[config.mk]
export PLATFORM = sky130hd
export DESIGN_NAME = stun_binding_response_parser_core
export DESIGN_NICKNAME = d
export VERILOG_FILES = /design/src/design/stun_bin_pkg.sv /design/src/design/stun_binding_response_parser_core.sv /design/src/design/stun_bin_hdr_check.sv /design/src/design/stun_bin_attr_walk.sv
export VERILOG_INCLUDE_DIRS = /design/src /design/src/design
export SDC_FILE = /design/constraint.sdc
export NUM_CORES = 1
export LEC_CHECK = 0
export ABC_AREA = 1
export ABC_CLOCK_PERIOD_IN_PS = 3650
export BUFFER_PORTS_ARGS = -buffer_cell sky130_fd_sc_hd__buf_2
export CAP_MARGIN = 20
export CELL_PAD_IN_SITES_DETAIL_PLACEMENT = 1
export CELL_PAD_IN_SITES_GLOBAL_PLACEMENT = 1
export CORE_ASPECT_RATIO = 0.8
export CORE_UTILIZATION = 40
export CTS_CLUSTER_SIZE = 20
export DETAILED_ROUTE_END_ITERATION = 10
export PLACE_DENSITY_LB_ADDON = 0.1
export SLEW_MARGIN = 20
export SYNTH_ARGS = -nofsm -noshare
export SYNTH_HDL_FRONTEND = slang
export SYNTH_SLANG_ARGS = --single-unit
[constraint.sdc]
create_clock -name i_clk -period 3.65 [get_ports i_clk]
set_input_delay 0.365 -clock i_clk [delete_from_list [all_inputs] [get_ports i_clk]]
set_output_delay 0.365 -clock i_clk [all_outputs]
set_load 0.01 [all_outputs]
[src/design/stun_binding_response_parser_core_defines.svh]
// assertion macros shared by the parser rtl
`ifndef STUN_BINDING_RESPONSE_PARSER_CORE_DEFINES_SVH
`define STUN_BINDING_RESPONSE_PARSER_CORE_DEFINES_SVH

// same-cycle implication, checked out of reset
`define SBP_ASSERT_NOW(label, clk, rst_n, ante, cons, msg) \
    label: assert property (@(posedge clk) disable iff (!rst_n) (ante) |-> (cons)) \
        else $error(msg);

// next-cycle implication, checked out of reset
`define SBP_ASSERT_NEXT(label, clk, rst_n, ante, cons, msg) \
    label: assert property (@(posedge clk) disable iff (!rst_n) (ante) |=> (cons)) \
        else $error(msg);

`endif

[src/design/stun_bin_pkg.sv]
// types and constants of the stun binding response parser
package stun_bin_pkg;

    localparam logic [31:0] STUN_COOKIE      = 32'h2112_A442;
    localparam logic [15:0] BINDING_RESPONSE = 16'h0101;
    localparam logic [15:0] ATTR_XOR_MAPPED  = 16'h0020;
    localparam logic [15:0] ATTR_MAPPED      = 16'h0001;
    localparam logic [15:0] POS_MAX          = 16'hFFFF;
    localparam logic [15:0] HEADER_BYTES     = 16'd20;

    localparam int CFG_IDX_W = 2;
    localparam logic [CFG_IDX_W-1:0] CFG_TID_HIGH = 2'd0;
    localparam logic [CFG_IDX_W-1:0] CFG_TID_MID  = 2'd1;
    localparam logic [CFG_IDX_W-1:0] CFG_TID_LOW  = 2'd2;

    typedef enum logic [2:0] {
        ST_OK           = 3'd0,
        ST_SHORT        = 3'd1,
        ST_BAD_TYPE     = 3'd2,
        ST_BAD_COOKIE   = 3'd3,
        ST_TID_MISMATCH = 3'd4,
        ST_NO_ADDR      = 3'd5
    } t_status;

    // one datagram byte moving through the processing stage
    typedef struct packed {
        logic        fire;
        logic        last;
        logic [15:0] pos;
        logic [7:0]  data;
    } t_step;

    typedef struct packed {
        logic                 en;
        logic [CFG_IDX_W-1:0] idx;
        logic [31:0]          data;
    } t_cfg_wr;

    // header results as held between bytes
    typedef struct packed {
        t_status     err;
        logic [15:0] msg_len;
    } t_hdr_info;

    // capture state after the current byte
    typedef struct packed {
        logic        found;
        logic        xored;
        logic [15:0] port;
        logic [31:0] ip;
    } t_walk_res;

endpackage

[src/design/stun_binding_response_parser_core.sv]
// stun binding response parser: one datagram byte per cycle, one result per datagram
// result: loaded into the output register when the final byte advances out of the input register
// throughput: one byte per cycle; the input register frees while a result waits
// only a final byte stalls, when the output register is still full
// reset: synchronous active-low, clears the parser, id registers and both handshakes
`include "stun_binding_response_parser_core_defines.svh"

module stun_binding_response_parser_core (
    input  logic        i_clk,
    input  logic        i_rst_n,
    input  logic        i_cfg_wr_en,
    input  logic [1:0]  i_cfg_index,
    input  logic [31:0] i_cfg_wr_data,
    input  logic        i_valid,
    output logic        o_ready,
    input  logic [7:0]  i_byte_value,
    input  logic        i_last_byte,
    output logic        o_valid,
    input  logic        i_ready,
    output logic [2:0]  o_status,
    output logic [31:0] o_mapped_ip,
    output logic [15:0] o_mapped_port,
    output logic        o_was_xored
);

    logic        r_in_valid;
    logic [7:0]  r_in_byte;
    logic        r_in_last;
    logic [15:0] r_pos, n_pos;
    logic        r_out_valid;
    logic [2:0]  r_out_status;
    logic [31:0] r_out_ip;
    logic [15:0] r_out_port;
    logic        r_out_xor;

    logic                    advance;
    stun_bin_pkg::t_step     step;
    stun_bin_pkg::t_cfg_wr   cfg;
    stun_bin_pkg::t_hdr_info hdr_info;
    stun_bin_pkg::t_status   err_upd, status;
    stun_bin_pkg::t_walk_res walk_res;

    assign advance = r_in_valid && (!r_in_last || !r_out_valid || i_ready);
    assign o_ready = !r_in_valid || advance;

    assign step.fire = advance;
    assign step.last = r_in_last;
    assign step.pos  = r_pos;
    assign step.data = r_in_byte;

    assign cfg.en   = i_cfg_wr_en;
    assign cfg.idx  = i_cfg_index;
    assign cfg.data = i_cfg_wr_data;

    stun_bin_hdr_check u_hdr (
        .i_clk     (i_clk),
        .i_rst_n   (i_rst_n),
        .i_cfg     (cfg),
        .i_step    (step),
        .o_info    (hdr_info),
        .o_err_upd (err_upd)
    );

    stun_bin_attr_walk u_walk (
        .i_clk   (i_clk),
        .i_rst_n (i_rst_n),
        .i_step  (step),
        .i_hdr   (hdr_info),
        .o_res   (walk_res)
    );

    always_comb begin
        // position after this byte is below the header size
        if (r_pos < stun_bin_pkg::HEADER_BYTES - 16'd1)
            status = stun_bin_pkg::ST_SHORT;
        else if (err_upd != stun_bin_pkg::ST_OK)
            status = err_upd;
        else if (walk_res.found)
            status = stun_bin_pkg::ST_OK;
        else
            status = stun_bin_pkg::ST_NO_ADDR;

        n_pos = r_pos;
        if (advance) begin
            if (r_in_last)
                n_pos = '0;
            else if (r_pos != stun_bin_pkg::POS_MAX)
                n_pos = r_pos + 16'd1;
        end
    end

    always_ff @(posedge i_clk) begin
        if (!i_rst_n) begin
            r_in_valid <= 1'b0;
            r_pos      <= '0;
        end else begin
            r_pos <= n_pos;
            if (o_ready)
                r_in_valid <= i_valid;
        end
    end

    always_ff @(posedge i_clk) begin
        if (o_ready && i_valid) begin
            r_in_byte <= i_byte_value;
            r_in_last <= i_last_byte;
        end
    end

    always_ff @(posedge i_clk) begin
        if (!i_rst_n) begin
            r_out_valid <= 1'b0;
        end else if (advance && r_in_last) begin
            r_out_valid <= 1'b1;
        end else if (i_ready) begin
            r_out_valid <= 1'b0;
        end
    end

    always_ff @(posedge i_clk) begin
        if (advance && r_in_last) begin
            r_out_status <= status;
            if (status == stun_bin_pkg::ST_OK) begin
                r_out_ip   <= walk_res.ip;
                r_out_port <= walk_res.port;
                r_out_xor  <= walk_res.xored;
            end else begin
                r_out_ip   <= '0;
                r_out_port <= '0;
                r_out_xor  <= 1'b0;
            end
        end
    end

    assign o_valid       = r_out_valid;
    assign o_status      = r_out_status;
    assign o_mapped_ip   = r_out_ip;
    assign o_mapped_port = r_out_port;
    assign o_was_xored   = r_out_xor;

    `SBP_ASSERT_NEXT(a_last_gives_result, i_clk, i_rst_n, advance && r_in_last,
                     r_out_valid, "final byte did not load a result")
    `SBP_ASSERT_NEXT(a_last_clears_pos, i_clk, i_rst_n, advance && r_in_last,
                     r_pos == 16'd0, "byte position not cleared after final byte")
    `SBP_ASSERT_NOW(a_fail_fields_zero, i_clk, i_rst_n,
                    r_out_valid && r_out_status != stun_bin_pkg::ST_OK,
                    r_out_ip == 32'd0 && r_out_port == 16'd0 && !r_out_xor,
                    "address fields set on a failed datagram")

endmodule

[src/design/stun_bin_hdr_check.sv]
// header checker: type, length, cookie and transaction id
module stun_bin_hdr_check (
    input  logic                   i_clk,
    input  logic                   i_rst_n,
    input  stun_bin_pkg::t_cfg_wr  i_cfg,
    input  stun_bin_pkg::t_step    i_step,
    output stun_bin_pkg::t_hdr_info o_info,
    output stun_bin_pkg::t_status  o_err_upd
);

    logic [31:0]           r_tid_high, r_tid_mid, r_tid_low;
    logic [31:0]           r_shift, n_shift;
    logic [15:0]           r_len, n_len;
    stun_bin_pkg::t_status r_err, n_err, upd_err, code;
    logic [31:0]           sh;

    always_ff @(posedge i_clk) begin
        if (!i_rst_n) begin
            r_tid_high <= '0;
            r_tid_mid  <= '0;
            r_tid_low  <= '0;
        end else if (i_cfg.en) begin
            unique case (i_cfg.idx)
                stun_bin_pkg::CFG_TID_HIGH: r_tid_high <= i_cfg.data;
                stun_bin_pkg::CFG_TID_MID:  r_tid_mid  <= i_cfg.data;
                stun_bin_pkg::CFG_TID_LOW:  r_tid_low  <= i_cfg.data;
                default: ;
            endcase
        end
    end

    always_comb begin
        sh      = {r_shift[23:0], i_step.data};
        code    = stun_bin_pkg::ST_OK;
        n_shift = r_shift;
        n_len   = r_len;
        if (i_step.fire && i_step.pos < stun_bin_pkg::HEADER_BYTES) begin
            n_shift = sh;
            unique case (i_step.pos)
                16'd1: begin
                    if (sh[15:0] != stun_bin_pkg::BINDING_RESPONSE)
                        code = stun_bin_pkg::ST_BAD_TYPE;
                end
                16'd3:  n_len = sh[15:0];
                16'd7: begin
                    if (sh != stun_bin_pkg::STUN_COOKIE)
                        code = stun_bin_pkg::ST_BAD_COOKIE;
                end
                16'd11: begin
                    if (sh != r_tid_high) code = stun_bin_pkg::ST_TID_MISMATCH;
                end
                16'd15: begin
                    if (sh != r_tid_mid) code = stun_bin_pkg::ST_TID_MISMATCH;
                end
                16'd19: begin
                    if (sh != r_tid_low) code = stun_bin_pkg::ST_TID_MISMATCH;
                end
                default: ;
            endcase
        end
        // first fault in byte order wins
        upd_err = (r_err == stun_bin_pkg::ST_OK) ? code : r_err;
        n_err   = upd_err;
        if (i_step.fire && i_step.last) begin
            n_shift = '0;
            n_len   = '0;
            n_err   = stun_bin_pkg::ST_OK;
        end
    end

    always_ff @(posedge i_clk) begin
        if (!i_rst_n) begin
            r_shift <= '0;
            r_len   <= '0;
            r_err   <= stun_bin_pkg::ST_OK;
        end else begin
            r_shift <= n_shift;
            r_len   <= n_len;
            r_err   <= n_err;
        end
    end

    assign o_info.err     = r_err;
    assign o_info.msg_len = r_len;
    assign o_err_upd      = upd_err;

endmodule

[src/design/stun_bin_attr_walk.sv]
// attribute walker: skips tlvs and captures the first mapped address
module stun_bin_attr_walk (
    input  logic                    i_clk,
    input  logic                    i_rst_n,
    input  stun_bin_pkg::t_step     i_step,
    input  stun_bin_pkg::t_hdr_info i_hdr,
    output stun_bin_pkg::t_walk_res o_res
);

    logic [15:0] r_start, n_start;
    logic [15:0] r_type, n_type;
    logic [15:0] r_vlen, n_vlen;
    logic        r_found, n_found;
    logic        r_stop, n_stop;
    logic        r_xor, n_xor;
    logic [15:0] r_port, n_port;
    logic [31:0] r_ip, n_ip;

    logic        active;
    logic [15:0] off;
    logic [17:0] hdr_end, skip_len, next_start, attr_end;
    logic        is_addr;
    stun_bin_pkg::t_walk_res upd;

    always_comb begin
        active = i_step.fire && i_step.pos >= stun_bin_pkg::HEADER_BYTES
                 && i_step.pos < stun_bin_pkg::POS_MAX && !r_stop && !r_found
                 && i_hdr.err == stun_bin_pkg::ST_OK && i_step.pos >= r_start;
        off      = i_step.pos - r_start;
        hdr_end  = {2'b0, stun_bin_pkg::HEADER_BYTES} + {2'b0, i_hdr.msg_len};
        attr_end = {2'b0, r_start} + 18'd4 + {2'b0, r_vlen};
        n_start = r_start;
        n_type  = r_type;
        n_vlen  = r_vlen;
        n_found = r_found;
        n_stop  = r_stop;
        n_xor   = r_xor;
        n_port  = r_port;
        n_ip    = r_ip;
        is_addr = 1'b0;
        skip_len   = '0;
        next_start = '0;
        if (active) begin
            unique case (off)
                16'd0: begin
                    if ({2'b0, r_start} >= hdr_end) n_stop = 1'b1;
                    else n_type = {8'h00, i_step.data};
                end
                16'd1: n_type = {r_type[7:0], i_step.data};
                16'd2: n_vlen = {8'h00, i_step.data};
                16'd3: begin
                    n_vlen  = {r_vlen[7:0], i_step.data};
                    is_addr = r_type == stun_bin_pkg::ATTR_XOR_MAPPED
                              || r_type == stun_bin_pkg::ATTR_MAPPED;
                    // value padded up to a four-byte boundary
                    skip_len   = ({2'b0, n_vlen} + 18'd3) & ~18'd3;
                    next_start = {2'b0, r_start} + 18'd4 + skip_len;
                    if (!is_addr || n_vlen < 16'd8)
                        n_start = (next_start > {2'b0, stun_bin_pkg::POS_MAX})
                                  ? stun_bin_pkg::POS_MAX : next_start[15:0];
                end
                default: begin
                    if (off == 16'd6 || off == 16'd7)
                        n_port = {r_port[7:0], i_step.data};
                    else if (off >= 16'd8 && off <= 16'd11)
                        n_ip = {r_ip[23:0], i_step.data};
                    if ({2'b0, i_step.pos} + 18'd1 == attr_end) begin
                        n_xor = r_type == stun_bin_pkg::ATTR_XOR_MAPPED;
                        if (n_xor) begin
                            n_port = n_port ^ stun_bin_pkg::STUN_COOKIE[31:16];
                            n_ip   = n_ip ^ stun_bin_pkg::STUN_COOKIE;
                        end
                        n_found = 1'b1;
                        n_stop  = 1'b1;
                    end
                end
            endcase
        end
        upd.found = n_found;
        upd.xored = n_xor;
        upd.port  = n_port;
        upd.ip    = n_ip;
        if (i_step.fire && i_step.last) begin
            n_start = stun_bin_pkg::HEADER_BYTES;
            n_type  = '0;
            n_vlen  = '0;
            n_found = 1'b0;
            n_stop  = 1'b0;
            n_xor   = 1'b0;
            n_port  = '0;
            n_ip    = '0;
        end
    end

    always_ff @(posedge i_clk) begin
        if (!i_rst_n) begin
            r_start <= stun_bin_pkg::HEADER_BYTES;
            r_type  <= '0;
            r_vlen  <= '0;
            r_found <= 1'b0;
            r_stop  <= 1'b0;
            r_xor   <= 1'b0;
            r_port  <= '0;
            r_ip    <= '0;
        end else begin
            r_start <= n_start;
            r_type  <= n_type;
            r_vlen  <= n_vlen;
            r_found <= n_found;
            r_stop  <= n_stop;
            r_xor   <= n_xor;
            r_port  <= n_port;
            r_ip    <= n_ip;
        end
    end

    assign o_res = upd;

endmodule

==> results.md, run 1 <==
- Final wirelength: 69680 um
- Setup ws final: -0.4899 ns
- Worst path slowest cell: dfxtp_4
- Register area: 0.006947 mm^2
- Pin count of the biggest net entering global routing: 99
- Asr flop ratio synth: 0
- DR vias/cell: 5.376
- ANT nets after route: 0
- Initial antenna violation count: 0
- RSZ-0062 raised after global routing: yes
- Reg power frac: 0.463
- Number of global-route vias before repair: 19.72k
- Comb pwr share: 0.069
- Final instance area: 0.02301 mm^2
- Ys Warns: 0
- FILL cells: 5785
- Nets@finish: 3084
- Cell Rows: 69
- CP max FO: 12
- Synth Flop Type: dfxtp_1
- Int Pwr: 6013 uW
- Die Ht: 193.6 um
- Worst-case clock buffer depth: 3
- CORE AREA: 0.04481 mm^2
- CTS tree: built
- PortBufs: 101
- Area Growth Syn to Fin: 25.29%
- Clk slew on worst S/H paths: 0.06 ns
- Gpl congestion: 0.8953
- Sw Ratio: 0.2492
- Worst Clk Skew: 0.02330 ns
- TritonCTS Sinks: 316
- Clock Tree Root: clkbuf_16
- Post-synth top area share: 0.2780
- Cell Pwr Density: 348.1 mW/mm^2
- WS Path Type: flip-flop to flip-flop
- Vias: 19.29k
- Die width: 241.5 um
- Dpl hpwl: 49260 um
- GRT Total Usage: 0.2882
- Synth cell types: 50
- Final hold violations: 0
- Max H-tree Level: 2
- Die ar.: 0.04677 mm^2
- Required @ worst endpoint: 4.04 ns
- Worst Setup SP: u_walk.r_start[3]$_SDFFE_PP0P_
- CP delay by family, top: simple AND/OR/NAND/NOR gates
- Seq cells post-synth: 316
- Slew headroom: 0.4150
- Violated checks: negative setup slack
- Tightest Pin Transition: 0.8775 ns
- Leakage: 0.01070 uW
- Peak Freq: 0.2416 GHz
- Share of cells above drive strength 1: 0.1999
- Post-synthesis cell area: 0.01836 mm^2
- Slowest stage delay, CP: 0.37 ns
- TritonCTS buffer count: 36
- Area of the multi-input gates: 0.01061 mm^2
- FF-to-FF Start: u_walk.r_start[3]$_SDFFE_PP0P_
- Final setup vio count: 81
- Final period util: 1.134
- Antenna diodes: 0
- Status: finished, violations left
- Starting Density: 0.4098
- Mapped Cells: 2710
- Area after DPL: 0.02046 mm^2
- Synth area leaders: dfxtp_1, nand2_1, edfxtp_1
- Post-route DRC: 0
- Drt wl/cell: 19.42 um
- First-pass GRT wire length: 108400 um
- DR iter-0 viols: 1159
- Clk pwr share: 0.468
- Hold crit path type: primary input to flip-flop
- Synth Net Count: 2835
- Critical path startpoint category: flip-flop
- Post-synth top area cell: dfxtp_1
- NetSw: 1996 uW
- CP Data Arrival Time: 4.53 ns
- Clock Latency Late Sink: 0.54 ns
- Buffers and inverters on the worst path: 4
- Fin. max-slew vios: 0
- CP most frequent cell: nand3_2
- Post-synth EDFFs: 61
- Sequential share of the synthesized area: 0.3778
- Worst Hold Launch: i_byte_value[2]
- Maximum VDD drop: 359.0 uV
- Max-cap viol count: 0
- Num ports: 102
- DRT Pass-1 Iters: 6
- Total power: 8009 uW
- Tmin final: 4.140 ns
- Aggregate global routing overflow: 0
- CP Capture Type: flip-flop
- Syn Area/Cell: 6.776 um^2
[synthesized netlist by cell type, types with 7 or more instances]
cell type	number
dfxtp_1	255
xnor2_1	10
nand2_1	616
or2_2	18
ha_1	74
and2_1	7
nand3b_1	11
nand4_1	62
o21ai_1	13
nor2_1	425
nor2_2	17
buf_2	27
edfxtp_1	61
a21oi_1	132
nor4_1	21
nor3_1	23
xor2_1	47
inv_1	299
clkbuf_1	71
o21ai_0	192
o211a_1	8
nand3_1	260
[through the flow]
stage / util / setup TNS, ns / hold WS [ns] / std cells / setup slack (ns)
finish: 0.5135 / -28.58 / 0.02280 / 3589 / -0.4899
global placement: 0.4566 / -25.07 / 0.4482 / 3469 / -0.4378
CTS: 0.4971 / -28.75 / 0.002356 / 3567 / -0.5012
global route: 0.5135 / -46.80 / 0.0007438 / 3589 / -0.6999
floorplan: - / -0.1614 / 0.4353 / 2710 / -0.008069
detailed placement: 0.4566 / -40.97 / 0.4636 / 3469 / -0.6436
[sequential cells by signal (all words and copies together), names as in the netlist, 8 cells and up]
| signal | flops |
|---|---|
| o_mapped_ip | 32 |
| u_walk.r_port | 16 |
| u_hdr.r_len | 16 |
| r_pos | 16 |
| u_walk.r_ip | 32 |
| u_walk.r_vlen | 16 |
| o_mapped_port | 16 |
| u_hdr.r_tid_mid | 32 |
| u_walk.r_type | 16 |
| u_hdr.r_tid_low | 32 |
| r_in_byte | 8 |
| u_hdr.r_shift | 24 |
| u_hdr.r_tid_high | 32 |
| u_walk.r_start | 15 |
[cell type report]
class	instances	area share
clock buffers	53	0.04503
inverters	304	0.04998
repair buffers	320	0.1028
multi-input cells	1981	0.4613
flip-flops and latches	316	0.3019
well taps	603	0.03279
clock inverters	12	0.006145
[cell usage in the layout, fill, tap and decap left out, types with 14 or more instances in the layout]
cell and count:
nand3_2 19, ha_1 58, edfxtp_1 61, nor4_1 20
inv_1 282, nand4_1 62, dfxtp_1 249, o21ai_1 18
nor2_1 391, nand2_1 580, inv_2 19, clkbuf_16 40
nand3_1 243, nand2_2 30, xor2_1 42, buf_2 101
a21oi_1 106, or2_2 18, nor3_1 14, o21ai_0 184
a21oi_2 27, nor2_4 15, nor2_2 41, buf_4 194
[routing by layer]
metal	vias to the layer above	wire, um	GRT usage
met5	-	0	0
met4	0	1221	0.05544
met3	93	3027	0.03280
met2	364	32370	0.4750
met1	9519	33070	0.4067
li1	9317	-	-
[worst paths after layout]
kind | end | slack, ns | depth (start not counted)
worst max register to register | o_mapped_ip[10]$_SDFFCE_PP0P_ | -0.49 | 27
worst max-delay path | o_mapped_ip[10]$_SDFFCE_PP0P_ | -0.49 | 27
worst min-delay path | r_in_byte[2]$_DFFE_PP_ | 0.02 | 1
worst min register to register | u_walk.r_type[13]$_SDFFE_PP0P_ | 0.47 | 2
[cell families (layout without fill, tap and decap cells)]
logic type	after synthesis	count (layout)	share of synthesized area
AND/OR/NAND/NOR	1474	1474	0.3443
buffers and inverters	413	689	0.08851
AO/OA/AOI/OAI	373	373	0.1085
flip-flops	316	316	0.3778
adder cells (fa/ha/maj)	77	77	0.05369
XOR/XNOR	57	57	0.02719
[power by group through the flow]
| stage | registers [uW] | clock network, uW | logic (uW) |
|---|---|---|---|
| floorplan | 3770 | 0 | 293 |
| detailed placement | 3780 | 0 | 515 |
| global placement | 3780 | 0 | 502 |
| finish | 3710 | 3750 | 552 |
| global route | 3720 | 3920 | 609 |
| CTS | 3710 | 3790 | 536 |
[what timing repair did]
item,4_1_cts,5_1_grt
resized for setup,85,138
hold buffers,2,1
pin swaps,55,65
gates cloned,3,3
endpoints found under the setup margin,82,149
setup buffers,28,18
hold endpoints to repair,2,1
Power figures use the tool's default switching activity.
==> run 2, diff against run 1 <==
--- a/config.mk
+++ b/config.mk
@@ -17,6 +17,7 @@
 export CTS_CLUSTER_SIZE = 20
 export DETAILED_ROUTE_END_ITERATION = 10
 export PLACE_DENSITY_LB_ADDON = 0.1
+export RECOVER_POWER = 25
 export SLEW_MARGIN = 20
 export SYNTH_ARGS = -nofsm -noshare
 export SYNTH_HDL_FRONTEND = slang
==> results.md, run 2 (same netlist as run 1, synthesis figures left out) <==
- Status: finished, violations left
- Violated checks: max-capacitance violations, max-slew violations, negative setup slack
- TritonCTS buffer count: 36
- Setup ws final: -0.4899 ns
- Gpl congestion: 0.8953
- First-pass GRT wire length: 108400 um
- Nets@finish: 3084
- DR vias/cell: 5.377
- Tmin final: 4.140 ns
- Share of cells above drive strength 1: 0.1986
- Fin. max-slew vios: 99
- Die width: 241.5 um
- DR iter-0 viols: 1159
- Final period util: 1.134
- CP max FO: 12
- Initial antenna violation count: 0
- GRT Total Usage: 0.2882
- Worst-case clock buffer depth: 3
- Aggregate global routing overflow: 0
- Die ar.: 0.04677 mm^2
- Num ports: 102
- Reg-to-Reg End: o_mapped_ip[10]$_SDFFCE_PP0P_
- Final Util: 0.5133
- Required @ worst endpoint: 4.04 ns
- WS Path Type: flip-flop to flip-flop
- Die Ht: 193.6 um
- CP Data Arrival Time: 4.53 ns
- Worst Clk Skew: 0.02295 ns
- Drt wl/cell: 19.41 um
- DRT Pass-1 Iters: 6
- Area after DPL: 0.02046 mm^2
- Final wirelength: 69660 um
- Clock Latency Late Sink: 0.54 ns
- Critical path startpoint category: flip-flop
- Worst Setup SP: u_walk.r_start[3]$_SDFFE_PP0P_
- Pin count of the biggest net entering global routing: 99
- Max-cap viol count: 1
- Final hold violations: 0
- Vias: 19.30k
- CP Capture Type: flip-flop
- CTS tree: built
- Hold crit path type: primary input to flip-flop
- Cell Pwr Density: 348.1 mW/mm^2
- Maximum VDD drop: 359.0 uV
- Clock Tree Root: clkbuf_16
- Cell Rows: 69
- Tightest Pin Transition: 1.697 ns
- ANT nets after route: 0
- RSZ-0062 raised after global routing: yes
- Post-route DRC: 0
- FF-to-FF Start: u_walk.r_start[3]$_SDFFE_PP0P_
- Worst reg2reg path depth: 27
- Flop2flop setup slack: -0.49 ns
- Clk slew on worst S/H paths: 0.06 ns
- TritonCTS Sinks: 316
- Most frequent cells in the layout: nand2_1, nor2_1, inv_1, dfxtp_1, nand3_1
- Area Growth Syn to Fin: 25.25%
- Antenna diodes: 0
- Final setup vio count: 81
- Final instance area: 0.02300 mm^2
- Peak Freq: 0.2416 GHz
- Number of global-route vias before repair: 19.72k
- Dpl hpwl: 49260 um
- Max H-tree Level: 2
- Slew headroom: -0.1315
- Critical path endpoint: o_mapped_ip[10]$_SDFFCE_PP0P_
- Most common cell after layout, fill and taps aside: nand2_1
- Leakage: 0.01069 uW
- CORE AREA: 0.04481 mm^2
- Starting Density: 0.4098
- PortBufs: 101
==> run 2: power breakdown <==
part           internal, uW  leakage [uW]  total, uW  switching [uW]
clock network          2190      0.000573       3750            1560
registers              3640       0.00263       3710            66.1
logic                   182       0.00749        551             369
total                  6010        0.0107       8010            1990
==> run 2: final cells by class <==
class	instances	area (um^2)
Timing Repair Buffer	320	2359
Clock buffer	53	1036
Inverter	304	1150
Sequential cell	316	6947
Tap cell	603	754.5
Clock inverter	12	141.4
Fill cell	5787	21810
Multi-Input combinational cell	1981	10610
==> run 2: timing repair <==
action / in CTS / in global routing
resized for setup: 85 / 138
setup buffers: 28 / 18
hold endpoints to repair: 2 / 1
endpoints found under the setup margin: 82 / 149
pin swaps: 55 / 65
cloned: 3 / 3
hold buffers: 2 / 1
==> run 2: layer usage <==
layer,GRT usage,share of wire
met4,0.05544,0.018
met5,0,0
met3,0.03280,0.044
met2,0.4750,0.46
met1,0.4067,0.47
==> run 2: worst min-delay path by stage <==
stage	start	endpoint	cells past startpoint
after CTS	i_byte_value[3]	r_in_byte[3]$_DFFE_PP_	1
final	i_byte_value[2]	r_in_byte[2]$_DFFE_PP_	1
after global placement	u_walk.r_type[13]$_SDFFE_PP0P_	u_walk.r_type[13]$_SDFFE_PP0P_	2
after detailed placement	u_walk.r_type[11]$_SDFFE_PP0P_	u_walk.r_type[11]$_SDFFE_PP0P_	2
after global routing	i_byte_value[5]	r_in_byte[5]$_DFFE_PP_	1
after floorplan	u_hdr.r_len[1]$_SDFFE_PP0P_	u_hdr.r_len[1]$_SDFFE_PP0P_	2
==> run 2: per-stage QoR <==
step	setup WS, ns	power (uW)	hold WS [ns]	cells	TNS, ns
final	-0.4899	8007	0.02237	3589	-28.50
after global routing	-0.6999	8251	0.0007438	3589	-46.80
after CTS	-0.5012	8038	0.002356	3567	-28.75
after detailed placement	-0.6436	4300	0.4636	3469	-40.97
after global placement	-0.4378	4284	0.4482	3469	-25.07
after floorplan	-0.008069	4066	0.4353	2710	-0.1614
==> run 2: worst max-delay path, stage by stage, from the launching register on <==
cell       delay (ns)
dfxtp_4          0.37
inv_4            0.04
nor3_4           0.22
inv_2            0.06
nor3_4           0.17
nand3_2          0.15
nor3_4           0.16
nand2_1          0.11
nor2_2           0.13
xor2_1           0.22
inv_2            0.11
ha_4             0.31
nand2_4          0.08
nor2_4           0.09
and2_4           0.15
nand2_4          0.06
nand2_2          0.08
nand2_2          0.05
nand3_2          0.09
nand2_1          0.06
nor2_1           0.13
nand3_2          0.11
nor2_4           0.23
nand3_2          0.15
nand3_4          0.10
nand3_4          0.19
clkbuf_16        0.25
nor2_1           0.11
